<file path="src/rab_pkg.sv">
// rab_pkg: shared types and constants for the radio air-time budget block.
// Holds the transaction payload structs, register indexes, FSM states and divider request.
// No dependencies.
package rab_pkg;

    // transaction payloads
    typedef struct packed {
        logic        opcode;
        logic [7:0]  payload_len;
        logic [31:0] elapsed_ms;
    } s_item_t;

    typedef struct packed {
        logic [31:0] packet_airtime_us;
        logic [31:0] budget_us;
        logic [31:0] load_ratio;
    } m_item_t;

    // opcodes
    localparam logic OP_TX    = 1'b0;
    localparam logic OP_QUERY = 1'b1;

    // configuration register indexes
    localparam int unsigned CFG_IDX_W  = 3;
    localparam int unsigned CFG_DATA_W = 19;
    localparam logic [CFG_IDX_W-1:0] REG_BANDWIDTH = 3'd0;
    localparam logic [CFG_IDX_W-1:0] REG_SF        = 3'd1;
    localparam logic [CFG_IDX_W-1:0] REG_CR        = 3'd2;
    localparam logic [CFG_IDX_W-1:0] REG_PREAMBLE  = 3'd3;
    localparam logic [CFG_IDX_W-1:0] REG_FSK       = 3'd4;

    // reset values
    localparam logic [18:0] RST_BANDWIDTH = 19'd125000;
    localparam logic [3:0]  RST_SF        = 4'd7;
    localparam logic [3:0]  RST_CR        = 4'd5;
    localparam logic [7:0]  RST_PREAMBLE  = 8'd8;
    localparam logic        RST_FSK       = 1'b0;

    // spreading factor limits
    localparam logic [3:0] SF_MIN = 4'd6;
    localparam logic [3:0] SF_MAX = 4'd12;

    // divider geometry: numerator is left aligned, divisor up to 21 bits
    localparam int unsigned DIV_NUM_W  = 48;
    localparam int unsigned DIV_DEN_W  = 21;
    localparam int unsigned DIV_STEP_W = 6;

    localparam logic [DIV_STEP_W-1:0] STEPS_GRP  = 6'd12;
    localparam logic [DIV_STEP_W-1:0] STEPS_AIR  = 6'd45;

    // fixed arithmetic constants (quarter symbols, us, allowance)
    localparam logic [12:0] HDR_QUARTERS     = 13'd49;   // 4.25 preamble tail + 8 header symbols
    localparam logic [19:0] US_PER_S         = 20'd1000000;
    localparam logic [20:0] ALLOWANCE_US     = 21'd1800000;
    localparam logic [31:0] BUDGET_MAX       = 32'hFFFF_FFFF;

    // load ratio: budget * 2^16 / 1800000 = budget * 1024 / 28125, taken as
    // (budget * ceil(2^57 / 28125)) >> 47, exact over the full 32-bit budget
    localparam logic [42:0] LOAD_RECIP    = 43'd5124095576031;
    localparam logic [21:0] LOAD_RECIP_LO = LOAD_RECIP[21:0];
    localparam logic [20:0] LOAD_RECIP_HI = LOAD_RECIP[42:22];

    typedef struct packed {
        logic                  start;
        logic [DIV_NUM_W-1:0]  num;
        logic [DIV_DEN_W-1:0]  den;
        logic [DIV_STEP_W-1:0] steps;
    } div_req_t;

    // effective configuration after clamping
    typedef struct packed {
        logic [20:0] bw_x4;   // 4 * bandwidth, zero taken as 1 Hz
        logic [3:0]  sf;      // clamped to 6..12
        logic [5:0]  sf_x4;
        logic [3:0]  cr;
        logic [7:0]  pre;
        logic        fsk;
    } cfg_t;

    typedef enum logic [3:0] {
        ST_IDLE,
        ST_GRP_GO,
        ST_GRP_WAIT,
        ST_QUART,
        ST_MUL,
        ST_AIR_GO,
        ST_AIR_WAIT,
        ST_ACCUM,
        ST_DECAY,
        ST_LOAD_MUL,
        ST_LOAD_SUM,
        ST_OUT
    } rab_state_t;

endpackage

</file>
<file path="src/rab_cfg.sv">
// rab_cfg: configuration register file with clamping of the working values.
// Depends on rab_pkg.
module rab_cfg (
    input  logic                           aclk,
    input  logic                           aresetn,
    input  logic                           cfg_wr_en,
    input  logic [rab_pkg::CFG_IDX_W-1:0]  cfg_index,
    input  logic [rab_pkg::CFG_DATA_W-1:0] cfg_wdata,
    output rab_pkg::cfg_t                  cfg
);
    import rab_pkg::*;

    logic [18:0] bw_reg;
    logic [3:0]  sf_reg;
    logic [3:0]  cr_reg;
    logic [7:0]  pre_reg;
    logic        fsk_reg;
    logic [3:0]  sf_eff;
    logic [18:0] bw_eff;

    always_ff @(posedge aclk) begin
        if (!aresetn) begin
            bw_reg  <= RST_BANDWIDTH;
            sf_reg  <= RST_SF;
            cr_reg  <= RST_CR;
            pre_reg <= RST_PREAMBLE;
            fsk_reg <= RST_FSK;
        end else if (cfg_wr_en) begin
            unique case (cfg_index)
                REG_BANDWIDTH: bw_reg  <= cfg_wdata;
                REG_SF:        sf_reg  <= cfg_wdata[3:0];
                REG_CR:        cr_reg  <= cfg_wdata[3:0];
                REG_PREAMBLE:  pre_reg <= cfg_wdata[7:0];
                REG_FSK:       fsk_reg <= cfg_wdata[0];
                default: ;
            endcase
        end
    end

    always_comb begin
        priority if (sf_reg < SF_MIN) sf_eff = SF_MIN;
        else if (sf_reg > SF_MAX)     sf_eff = SF_MAX;
        else                          sf_eff = sf_reg;
        bw_eff = (bw_reg == 19'd0) ? 19'd1 : bw_reg;
    end

    assign cfg.bw_x4 = {bw_eff, 2'b00};
    assign cfg.sf    = sf_eff;
    assign cfg.sf_x4 = {sf_eff, 2'b00};
    assign cfg.cr    = cr_reg;
    assign cfg.pre   = pre_reg;
    assign cfg.fsk   = fsk_reg;

endmodule

</file>
<file path="src/rab_div.sv">
// rab_div: shared restoring divider, one quotient bit per cycle.
// Numerator arrives left aligned; the step count sets how many bits are used.
// Depends on rab_pkg.
module rab_div (
    input  logic                          aclk,
    input  logic                          aresetn,
    input  rab_pkg::div_req_t             req,
    output logic [rab_pkg::DIV_NUM_W-1:0] quo,
    output logic                          done
);
    import rab_pkg::*;

    logic                  busy_reg;
    logic                  done_reg;
    logic [DIV_STEP_W-1:0] cnt_reg;
    logic [DIV_NUM_W-1:0]  num_reg;
    logic [DIV_DEN_W-1:0]  den_reg;
    logic [DIV_DEN_W-1:0]  rem_reg;
    logic [DIV_NUM_W-1:0]  quo_reg;
    logic [DIV_DEN_W:0]    trial;
    logic [DIV_DEN_W:0]    diff;
    logic                  fits;

    always_comb begin
        trial = {rem_reg, num_reg[DIV_NUM_W-1]};
        fits  = (trial >= {1'b0, den_reg});
        diff  = trial - {1'b0, den_reg};
    end

    always_ff @(posedge aclk) begin
        if (!aresetn) begin
            busy_reg <= 1'b0;
            done_reg <= 1'b0;
        end else begin
            done_reg <= 1'b0;
            if (req.start) begin
                busy_reg <= 1'b1;
                cnt_reg  <= req.steps;
                num_reg  <= req.num;
                den_reg  <= req.den;
                rem_reg  <= '0;
                quo_reg  <= '0;
            end else if (busy_reg) begin
                num_reg <= {num_reg[DIV_NUM_W-2:0], 1'b0};
                rem_reg <= fits ? diff[DIV_DEN_W-1:0] : trial[DIV_DEN_W-1:0];
                quo_reg <= {quo_reg[DIV_NUM_W-2:0], fits};
                cnt_reg <= cnt_reg - 1'b1;
                if (cnt_reg == DIV_STEP_W'(1)) begin
                    busy_reg <= 1'b0;
                    done_reg <= 1'b1;
                end
            end
        end
    end

    assign quo  = quo_reg;
    assign done = done_reg;

    a_start_busy: assert property (@(posedge aclk) disable iff (!aresetn)
        req.start |=> busy_reg)
        else $error("divider did not start");

    a_rem_bound: assert property (@(posedge aclk) disable iff (!aresetn)
        busy_reg |-> (rem_reg < den_reg))
        else $error("partial remainder not below divisor");

    a_done_idle: assert property (@(posedge aclk) disable iff (!aresetn)
        done_reg |-> !busy_reg)
        else $error("done raised while still iterating");

endmodule

</file>
<file path="src/radio_airtime_budget.sv">
// radio_airtime_budget: transmit air-time budget keeper, top level.
// Sequencer and datapath around one shared serial divider.
// Depends on rab_pkg, rab_cfg, rab_div.
//
//  channel | dir | handshake             | payload
//  --------+-----+-----------------------+----------------------------------------
//  s_      | in  | s_valid / s_ready     | s_data  (opcode, payload_len, elapsed_ms)
//  m_      | out | m_valid / m_ready     | m_data  (packet_airtime_us, budget_us, load_ratio)
//  cfg_    | in  | cfg_wr_en, no wait    | cfg_index, cfg_wdata
//
// Sequencing: one transaction at a time. A transmit makes two divider runs, of 12 and 45
// steps, each with a start and a wait state; a query decays the budget instead, and an FSK
// transmit skips the divider. The serial divider, one quotient bit per cycle, sets the
// transmit time; the load ratio is a reciprocal product.
// Reset: synchronous, active low; clears config to defaults, budget to zero, no result held.
// Stalls: the result sits in an output register; the sequencer waits at the end only if
// the previous result has not been taken, and s_ready is high only while idle.
module radio_airtime_budget (
    input  logic                           aclk,
    input  logic                           aresetn,
    // input transactions
    input  logic                           s_valid,
    output logic                           s_ready,
    input  rab_pkg::s_item_t               s_data,
    // result transactions
    output logic                           m_valid,
    input  logic                           m_ready,
    output rab_pkg::m_item_t               m_data,
    // configuration writes
    input  logic                           cfg_wr_en,
    input  logic [rab_pkg::CFG_IDX_W-1:0]  cfg_index,
    input  logic [rab_pkg::CFG_DATA_W-1:0] cfg_wdata
);
    import rab_pkg::*;

    cfg_t                 cfg;
    div_req_t             div_req;
    logic [DIV_NUM_W-1:0] div_quo;
    logic                 div_done;

    rab_state_t state_reg, state_next;
    s_item_t    item_reg, item_next;
    logic       pos_reg, pos_next;          // payload term positive
    logic [10:0] syms_reg, syms_next;       // payload symbols
    logic [12:0] quart_reg, quart_next;     // packet length in quarter symbols
    logic [32:0] prod_reg, prod_next;       // quarters * 1e6
    logic [31:0] pkt_reg, pkt_next;
    logic [31:0] budget_reg, budget_next;
    logic [31:0] load_reg, load_next;
    logic [53:0] recip_lo_reg, recip_lo_next;   // budget * low reciprocal bits
    logic [52:0] recip_hi_reg, recip_hi_next;   // budget * high reciprocal bits
    m_item_t    m_data_reg, m_data_next;
    logic       m_valid_reg, m_valid_next;

    logic        s_fire;
    logic        out_free;
    logic [11:0] grp_sum;                   // 8*len + 24
    logic [44:0] air_num;                   // quarters * 1e6 * 2^sf
    logic [35:0] decay;                     // elapsed_ms * 10
    logic [32:0] acc_sum;
    logic [74:0] load_sum;                  // budget * reciprocal

    rab_cfg u_cfg (
        .aclk      (aclk),
        .aresetn   (aresetn),
        .cfg_wr_en (cfg_wr_en),
        .cfg_index (cfg_index),
        .cfg_wdata (cfg_wdata),
        .cfg       (cfg)
    );

    rab_div u_div (
        .aclk    (aclk),
        .aresetn (aresetn),
        .req     (div_req),
        .quo     (div_quo),
        .done    (div_done)
    );

    assign s_ready  = (state_reg == ST_IDLE);
    assign s_fire   = s_valid && s_ready;
    assign out_free = !m_valid_reg || m_ready;

    // next state
    always_comb begin
        state_next = state_reg;
        unique case (state_reg)
            ST_IDLE: begin
                if (s_fire) begin
                    priority if (s_data.opcode == OP_QUERY) state_next = ST_DECAY;
                    else if (cfg.fsk)                       state_next = ST_LOAD_MUL;
                    else                                    state_next = ST_GRP_GO;
                end
            end
            ST_GRP_GO:    state_next = ST_GRP_WAIT;
            ST_GRP_WAIT:  if (div_done) state_next = ST_QUART;
            ST_QUART:     state_next = ST_MUL;
            ST_MUL:       state_next = ST_AIR_GO;
            ST_AIR_GO:    state_next = ST_AIR_WAIT;
            ST_AIR_WAIT:  if (div_done) state_next = ST_ACCUM;
            ST_ACCUM:     state_next = ST_LOAD_MUL;
            ST_DECAY:     state_next = ST_LOAD_MUL;
            ST_LOAD_MUL:  state_next = ST_LOAD_SUM;
            ST_LOAD_SUM:  state_next = ST_OUT;
            ST_OUT:       if (out_free) state_next = ST_IDLE;
            default:      state_next = ST_IDLE;
        endcase
    end

    // shared arithmetic terms
    always_comb begin
        grp_sum  = {1'b0, item_reg.payload_len, 3'b000} + 12'd24;
        air_num  = 45'(prod_reg) << cfg.sf;
        decay    = {1'b0, item_reg.elapsed_ms, 3'b000} + {3'b000, item_reg.elapsed_ms, 1'b0};
        acc_sum  = {1'b0, budget_reg} + {1'b0, pkt_reg};
        load_sum = {recip_hi_reg, 22'd0} + {21'd0, recip_lo_reg};
    end

    // outputs and datapath
    always_comb begin
        div_req       = '0;
        item_next     = item_reg;
        pos_next      = pos_reg;
        syms_next     = syms_reg;
        quart_next    = quart_reg;
        prod_next     = prod_reg;
        pkt_next      = pkt_reg;
        budget_next   = budget_reg;
        load_next     = load_reg;
        recip_lo_next = recip_lo_reg;
        recip_hi_next = recip_hi_reg;
        m_data_next   = m_data_reg;
        m_valid_next  = m_valid_reg && !m_ready;

        unique case (state_reg)
            ST_IDLE: begin
                if (s_fire) begin
                    item_next = s_data;
                    pkt_next  = '0;
                end
            end
            ST_GRP_GO: begin
                // ceil((8len - 4sf + 24) / 4sf) as floor((8len + 23) / 4sf)
                pos_next      = (grp_sum > {6'd0, cfg.sf_x4});
                div_req.start = 1'b1;
                div_req.num   = {grp_sum - 12'd1, 36'd0};
                div_req.den   = {15'd0, cfg.sf_x4};
                div_req.steps = STEPS_GRP;
            end
            ST_GRP_WAIT: begin
                if (div_done) begin
                    syms_next = pos_reg ? (div_quo[6:0] * cfg.cr) : 11'd0;
                end
            end
            ST_QUART: begin
                quart_next = {3'b000, cfg.pre, 2'b00} + HDR_QUARTERS + {syms_reg, 2'b00};
            end
            ST_MUL: begin
                prod_next = quart_reg * US_PER_S;
            end
            ST_AIR_GO: begin
                div_req.start = 1'b1;
                div_req.num   = {air_num, 3'b000};
                div_req.den   = cfg.bw_x4;
                div_req.steps = STEPS_AIR;
            end
            ST_AIR_WAIT: begin
                if (div_done) begin
                    pkt_next = (div_quo[47:32] != 16'd0) ? BUDGET_MAX : div_quo[31:0];
                end
            end
            ST_ACCUM: begin
                budget_next = acc_sum[32] ? BUDGET_MAX : acc_sum[31:0];
            end
            ST_DECAY: begin
                budget_next = ({4'd0, budget_reg} > decay) ? (budget_reg - decay[31:0]) : '0;
            end
            ST_LOAD_MUL: begin
                // two partial products of the 43-bit reciprocal
                recip_lo_next = budget_reg * LOAD_RECIP_LO;
                recip_hi_next = budget_reg * LOAD_RECIP_HI;
            end
            ST_LOAD_SUM: begin
                load_next = {4'd0, load_sum[74:47]};
            end
            ST_OUT: begin
                if (out_free) begin
                    m_data_next.packet_airtime_us = pkt_reg;
                    m_data_next.budget_us         = budget_reg;
                    m_data_next.load_ratio        = load_reg;
                    m_valid_next                  = 1'b1;
                end
            end
            default: ;
        endcase
    end

    always_ff @(posedge aclk) begin
        if (!aresetn) begin
            state_reg   <= ST_IDLE;
            budget_reg  <= '0;
            m_valid_reg <= 1'b0;
        end else begin
            state_reg   <= state_next;
            budget_reg  <= budget_next;
            m_valid_reg <= m_valid_next;
        end
        item_reg     <= item_next;
        pos_reg      <= pos_next;
        syms_reg     <= syms_next;
        quart_reg    <= quart_next;
        prod_reg     <= prod_next;
        pkt_reg      <= pkt_next;
        load_reg     <= load_next;
        recip_lo_reg <= recip_lo_next;
        recip_hi_reg <= recip_hi_next;
        m_data_reg   <= m_data_next;
    end

    assign m_valid = m_valid_reg;
    assign m_data  = m_data_reg;

    a_accept_leaves_idle: assert property (@(posedge aclk) disable iff (!aresetn)
        s_fire |=> (state_reg != ST_IDLE))
        else $error("accepted transaction left the sequencer idle");

    a_decay_no_rise: assert property (@(posedge aclk) disable iff (!aresetn)
        (state_reg == ST_DECAY) |=> (budget_reg <= $past(budget_reg)))
        else $error("query raised the budget");

    a_accum_no_fall: assert property (@(posedge aclk) disable iff (!aresetn)
        (state_reg == ST_ACCUM) |=> (budget_reg >= $past(budget_reg)))
        else $error("transmit lowered the budget");

    a_done_in_wait: assert property (@(posedge aclk) disable iff (!aresetn)
        div_done |-> (state_reg == ST_GRP_WAIT || state_reg == ST_AIR_WAIT))
        else $error("divider finished outside a wait state");

endmodule
</file>
<file path="config.mk">
export PLATFORM = sky130hd
export DESIGN_NAME = radio_airtime_budget
export DESIGN_NICKNAME = d
export VERILOG_FILES = /design/src/rab_pkg.sv /design/src/rab_cfg.sv /design/src/rab_div.sv /design/src/radio_airtime_budget.sv
export SDC_FILE = /design/constraint.sdc
export NUM_CORES = 2
export LEC_CHECK = 0
export CORE_MARGIN = 2
export CORE_UTILIZATION = 40
export DETAILED_ROUTE_END_ITERATION = 10
export DONT_BUFFER_PORTS = 1
export HOLD_SLACK_MARGIN = 0.05
export SLEW_MARGIN = 10
export SYNTH_ARGS = -nofsm -noshare
export SYNTH_HDL_FRONTEND = slang
export SYNTH_HIERARCHICAL = 1
export SYNTH_SLANG_ARGS = --single-unit
</file>
<file path="constraint.sdc">
create_clock -name aclk -period 6.6 [get_ports aclk]
set_input_delay 0.33 -clock aclk [delete_from_list [all_inputs] [get_ports aclk]]
set_output_delay 0.33 -clock aclk [all_outputs]
set_load 0.01 [all_outputs]
</file>
## Word-level counts from Yosys, hierarchy flattened

Index checks and enable logic that the tools add are counted.

- Register bits: 570
- Input port bits: 68
- Output and inout bits: 98
- Logic and storage cells: 127

- $add $sub $neg: 10
- $mul: 4
- Order comparisons: 5
- Equality and inequality tests: 20
- Shifts and indexed selects: 1
- Muxes and demuxes: 31
- Bitwise operators: 2
- Reduce and logical (&&, ||, !) cells: 26

Operators by type and width:

| cell | number |
|---|---|
| $mux W32 | 5 |
| $pmux W76 S2 | 1 |
| $mux W48 | 3 |
| $pmux W32 S2 | 2 |
| $add A75 B54 Y75 | 1 |
| $mul A32 B22 Y54 const B | 1 |
| $mul A32 B21 Y53 const B | 1 |
| $shl A33 B4 Y45 | 1 |
| $pmux W4 S11 | 1 |
| $mux W21 | 2 |
| $add A35 B33 Y36 | 1 |
| $gt A32 B36 Y1 | 1 |
| $add A32 B32 Y33 | 1 |
| $mux W4 | 8 |
| $sub A32 B32 Y32 | 1 |
| $mul A13 B14 Y27 const B | 1 |
| $ge A22 B21 Y1 | 1 |
| $sub A21 B21 Y21 | 1 |
| $reduce_and A2 Y1 | 10 |
| $logic_not A19 Y1 | 1 |
| $mux W19 | 1 |
| $eq A4 B3 Y1 const B | 4 |
| $eq A4 B4 Y1 const B | 4 |
| $reduce_bool A16 Y1 | 1 |
| other kinds (30) | 45 |

## Depth between registers and ports, before layout

- Depth in word-level cells: 7
- Gate-level depth with buffers: 27
- Gate-level depth less buffers: 26

## By module

Netlist, hierarchy kept.

Modules (own cells, without submodules):

| module | instances | cells an instance | area each (um^2) | sequential area each (um^2) |
|---|---|---|---|---|
| radio_airtime_budget | 1 | 4332 | 44896.8 | 10500.1 |
| rab_div | 1 | 533 | 7149.4 | 4364.2 |
| rab_cfg | 1 | 194 | 1597.8 | 720.7 |

## Worst setup path after synthesis

No wires, ideal clock.

- Kind: flip-flop to flip-flop
- Start point: reg budget_reg[22]
- End point: reg recip_lo_reg[53] (data pin)
- Setup time: 256 ps
- Arrival time: 6993 ps
- Data required time: 6344 ps
- Slack: -649 ps
- Cell stages (with the launch flop): 23
- Buffers on the path: 0
- Period minus slack after synthesis: 7249 ps
- Path through: dfxtp_1 -> fa_1 -> fa_1 -> inv_1 -> fa_1 -> inv_1 -> fa_1 -> fa_1 -> fa_1 -> inv_1 -> fa_1 -> inv_1 -> ha_1 -> nand3_1 -> or3_1 -> o221ai_1 -> o2bb2ai_1 -> o21a_1 -> nand3b_1 -> a211oi_1 -> o41ai_1 -> a21oi_1 -> o211a_1

- Word-level cells in the longest chain between the ends: 1

Ends and longest elaborated chain:

| item | RTL line | text |
|---|---|---|
| from (decl) | radio_airtime_budget.sv:48 | `logic [31:0] budget_reg, budget_next;` |
| from (signal assigned) | radio_airtime_budget.sv:205 | `budget_reg <= budget_next;` |
| $mul A32 B22 Y54 | radio_airtime_budget.sv:180 | `recip_lo_next = budget_reg * LOAD_RECIP_LO;` |
| to (signal assigned) | radio_airtime_budget.sv:215 | `recip_lo_reg <= recip_lo_next;` |
| to (decl) | radio_airtime_budget.sv:50 | `logic [53:0] recip_lo_reg, recip_lo_next;` |

Every way passes these cells.
A chain may end at the register's enable or synchronous reset.

## Final worst setup path

- Start point: reg budget_reg[18]
- End point: reg recip_lo_reg[53] (data pin)

The elaborated chain is that of the path after synthesis.

==> qor.txt <==
Instance area after placement -> 58,600 um2
Number of distinct library cells after synthesis -> 97
Total of warnings raised by yosys -> 6
Fraction of layout cells with a size suffix above 1 -> 0.154
Worst slack on hold paths -> 0.0998 ns
Maximum clock skew at final layout -> 0.0354 ns
Number of maximum-capacitance constraint violations -> 0
Storage element area -> 15,700 um2
Transition time of the tightest slew-check pin -> 1.10 ns
Cell Area, Synth -> 53,600 um2
Number of clock buffers inserted by TritonCTS -> 67
Maximum number of pins on one net before global-route repair -> 69
Synthesis-to-finish area growth -> 17.2%
Area occupied by multi-input gates -> 35,000 um2
Clock tree from TritonCTS -> built
Remaining number of nets flagged by the antenna check after routing -> 0
Violated checks -> setup timing
Leakage component of the power -> 0.0299 uW
Number of buffers on the longest clock path -> 3
Global router's overall resource usage -> 0.223
Post-route clock period utilization -> 1.05
Critical Path End Type -> flip-flop
PortBufs -> 0
Vias per cell -> 5.14
Setup TNS -> -0.953 ns
Worst endpoint required time -> 7.01 ns
Number of flops mapped to enable cells by yosys -> 469
Ys async rst share -> 0
Reg clk slew, reported paths -> 0.06 ns
Worst-case setup slack after placement -> -0.478 ns
Filler Cells Inserted -> 12.3k
Data arrival time of the critical path -> 7.31 ns
Wire length of the first global-routing pass -> 232 mm
Total number of vias -> 37.7k
Initial core utilization -> 0.402
Uppermost layer routed -> met4
Final Hold Viols -> 0
Final net count -> 6,855
Detailed-routing wirelength on met1 -> 65.1 mm
Detailed-placement wirelength estimate -> 127 mm
Top Ports -> 166
Num rows -> 134
Overall power of the completed layout -> 18,500 uW
Final setup violation count -> 11
Mean instance size in the synthesized netlist -> 10.6 um2
Classification of the worst setup path -> flip-flop to flip-flop
Die span in y -> 370 um
Worst setup SP type -> flip-flop
Post-Synthesis Cells -> 5,059
Highest ir drop seen on vdd -> 256 uV
Leading cell types in the layout, fill and taps excluded -> sky130_fd_sc_hd__inv_1 (930), sky130_fd_sc_hd__ha_1 (678), sky130_fd_sc_hd__fa_1 (526), sky130_fd_sc_hd__edfxtp_1 (469), sky130_fd_sc_hd__buf_4 (395)
Timing-limited maximum frequency -> 145 MHz
Met3 WL post-DR -> 8.41 mm
Die Wd -> 370 um
Length of routed met2 wiring -> 74.3 mm
# DRC -> 0
Area inside the core boundary -> 133,000 um2
Design Area, Final -> 62,900 um2
Final routed wire length divided by cell count -> 20.9 um
Setup ws final -> -0.308 ns
Worst-path fanout max -> 5
Pwr per Cell Area -> 294 nW/um2
Number of pins exceeding their max-slew limit in the final report -> 0
Floorplan die area -> 137,000 um2
Wirelength, routed -> 153 mm
Residual overflow from global routing -> 0
Sequential-to-total area share from yosys stat -> 0.291
Most common cell after layout, fill and taps aside -> sky130_fd_sc_hd__inv_1
Placer congestion estimate -> 0.972
Relative max-transition margin -> 0.254
Synthesized flop and latch total -> 544
Class of the most critical hold timing path -> primary input to flip-flop
Setup repair after global routing missed its margin -> true
Level count of the clock H-tree -> 3
CTS Root Cell -> sky130_fd_sc_hd__clkbuf_16
Number of flip-flops under the largest register name -> 92
Shortest clock period the worst path allows after layout -> 6.91 ns
Run status -> complete, but fails checks
Antenna violations before repair -> 2
TritonCTS Sinks -> 544
Vias in the first global route -> 39.0k
Router iterations before antenna repair -> 5
Skew-Pair Late Insertion Delay -> 0.66 ns
Flip-flop cell with the highest count after synthesis -> sky130_fd_sc_hd__edfxtp_1
Count of routing violations after the opening detailed-route iteration -> 2,339
-- worst paths after layout --
| path | from | end | slack [ns] | depth (start not counted) |
|---|---|---|---|---|
| setup / recovery | budget_reg[18] | recip_lo_reg[53] | -0.31 | 23 |
| hold / removal | cfg_index[1] | u_cfg/fsk_reg | 0.1 | 3 |
| setup reg to reg | budget_reg[18] | recip_lo_reg[53] | -0.31 | 23 |
| hold reg to reg | load_reg[19] | m_data[19] | 0.41 | 0 |
-- what timing repair did --
action / CTS / global route
setup buffers: 15 / 23
setup endpoints to repair: 31 / 40
hold endpoints to repair: 98 / 0
gates cloned: 0 / 0
hold buffers: 76 / 0
pin swaps: 39 / 118
gates resized for setup: 73 / 146
-- report_power, final --
group | total (uW) | internal (uW) | switching [uW]
registers | 5190 | 4730 | 466
clock network | 3790 | 2240 | 1540
logic | 9490 | 3960 | 5530
-- cells in the mapped netlist (14+ instances only) --
| cell type | number | area (um2) |
|---|---|---|
| sky130_fd_sc_hd__edfxtp_1 | 469 | 14100 |
| sky130_fd_sc_hd__fa_1 | 548 | 11000 |
| sky130_fd_sc_hd__a21o_1 | 115 | 863 |
| sky130_fd_sc_hd__a21oi_1 | 269 | 1350 |
| sky130_fd_sc_hd__ha_1 | 729 | 9120 |
| sky130_fd_sc_hd__dfxtp_1 | 75 | 1500 |
| sky130_fd_sc_hd__and2_1 | 67 | 419 |
| sky130_fd_sc_hd__o22ai_1 | 21 | 131 |
| sky130_fd_sc_hd__a21boi_1 | 19 | 143 |
| sky130_fd_sc_hd__or2_2 | 14 | 87.6 |
| sky130_fd_sc_hd__mux2i_1 | 48 | 480 |
| sky130_fd_sc_hd__o21ai_0 | 132 | 661 |
| sky130_fd_sc_hd__and3_1 | 28 | 175 |
| sky130_fd_sc_hd__nand3_1 | 67 | 335 |
| sky130_fd_sc_hd__nand4_1 | 32 | 200 |
| sky130_fd_sc_hd__nor4_1 | 14 | 87.6 |
| sky130_fd_sc_hd__o211ai_1 | 21 | 158 |
| sky130_fd_sc_hd__xor2_1 | 85 | 744 |
| sky130_fd_sc_hd__nand2b_1 | 33 | 206 |
| sky130_fd_sc_hd__nor2_1 | 205 | 769 |
| sky130_fd_sc_hd__nor2b_1 | 88 | 551 |
| sky130_fd_sc_hd__inv_1 | 958 | 3600 |
| sky130_fd_sc_hd__xnor2_1 | 161 | 1410 |
| sky130_fd_sc_hd__nor3_1 | 50 | 250 |
| sky130_fd_sc_hd__nand2_1 | 262 | 983 |
| sky130_fd_sc_hd__buf_4 | 17 | 128 |
| sky130_fd_sc_hd__mux2_2 | 55 | 619 |
| sky130_fd_sc_hd__o21bai_1 | 32 | 240 |
| sky130_fd_sc_hd__a31oi_1 | 20 | 125 |
| sky130_fd_sc_hd__a211oi_1 | 32 | 240 |
| sky130_fd_sc_hd__o21a_1 | 77 | 578 |
| sky130_fd_sc_hd__clkbuf_1 | 92 | 345 |
-- cell families (layout without fill, tap and decap cells) --
group | Yosys count | count (layout) | share of synthesized area
xor+xnor | 246 | 246 | 0.0402
flops | 544 | 544 | 0.291
fa+ha+maj | 1277 | 1277 | 0.375
simple gates | 912 | 912 | 0.0844
other cells | 2 | 20 | 0.000140
compound gates | 876 | 876 | 0.108
buf+inv | 1090 | 1577 | 0.0786
mux | 112 | 112 | 0.0241
-- per-stage QoR --
| stage | utilization | std cells |
|---|---|---|
| 2_1_floorplan | - | 5076 |
| 3_3_place_gp | 0.439 | 7102 |
| 3_5_place_dp | 0.439 | 7102 |
| 4_1_cts | 0.465 | 7314 |
| 5_1_grt | 0.472 | 7331 |
| 6_report | 0.472 | 7332 |
-- cell type report --
cell class	count	area share
tap	1768	0.0352
clock buffer	90	0.0303
inverter	958	0.0573
sequential	544	0.249
antenna	1	0.0000398
clock inverter	32	0.00553
multi-input combinational	3442	0.557
timing repair buffer	497	0.0655
-- critical path: stages, from the launching register on --
cell and delay (ns):
sky130_fd_sc_hd__dfxtp_4 0.38, sky130_fd_sc_hd__buf_4 0.12, sky130_fd_sc_hd__fa_2 0.44, sky130_fd_sc_hd__fa_1 0.53, sky130_fd_sc_hd__inv_1 0.07, sky130_fd_sc_hd__fa_1 0.50
sky130_fd_sc_hd__inv_1 0.06, sky130_fd_sc_hd__fa_1 0.51, sky130_fd_sc_hd__fa_1 0.44, sky130_fd_sc_hd__fa_1 0.55, sky130_fd_sc_hd__inv_1 0.05, sky130_fd_sc_hd__fa_1 0.53
sky130_fd_sc_hd__inv_1 0.04, sky130_fd_sc_hd__ha_1 0.29, sky130_fd_sc_hd__nand4_1 0.15, sky130_fd_sc_hd__or3_1 0.36, sky130_fd_sc_hd__o221ai_2 0.25, sky130_fd_sc_hd__o2bb2ai_4 0.17
sky130_fd_sc_hd__o21a_1 0.20, sky130_fd_sc_hd__nand3b_1 0.16, sky130_fd_sc_hd__a211oi_2 0.10, sky130_fd_sc_hd__o41ai_2 0.36, sky130_fd_sc_hd__a21oi_2 0.13, sky130_fd_sc_hd__o211a_1 0.24
-- metal layers --
metal / up-vias / track usage
met2: 874 / 0.379
met1: 18700 / 0.286
met4: 0 / 0.0755
met3: 220 / 0.0379
li1: 17900 / -
met5: - / 0
(Power assumes the default switching activity.)
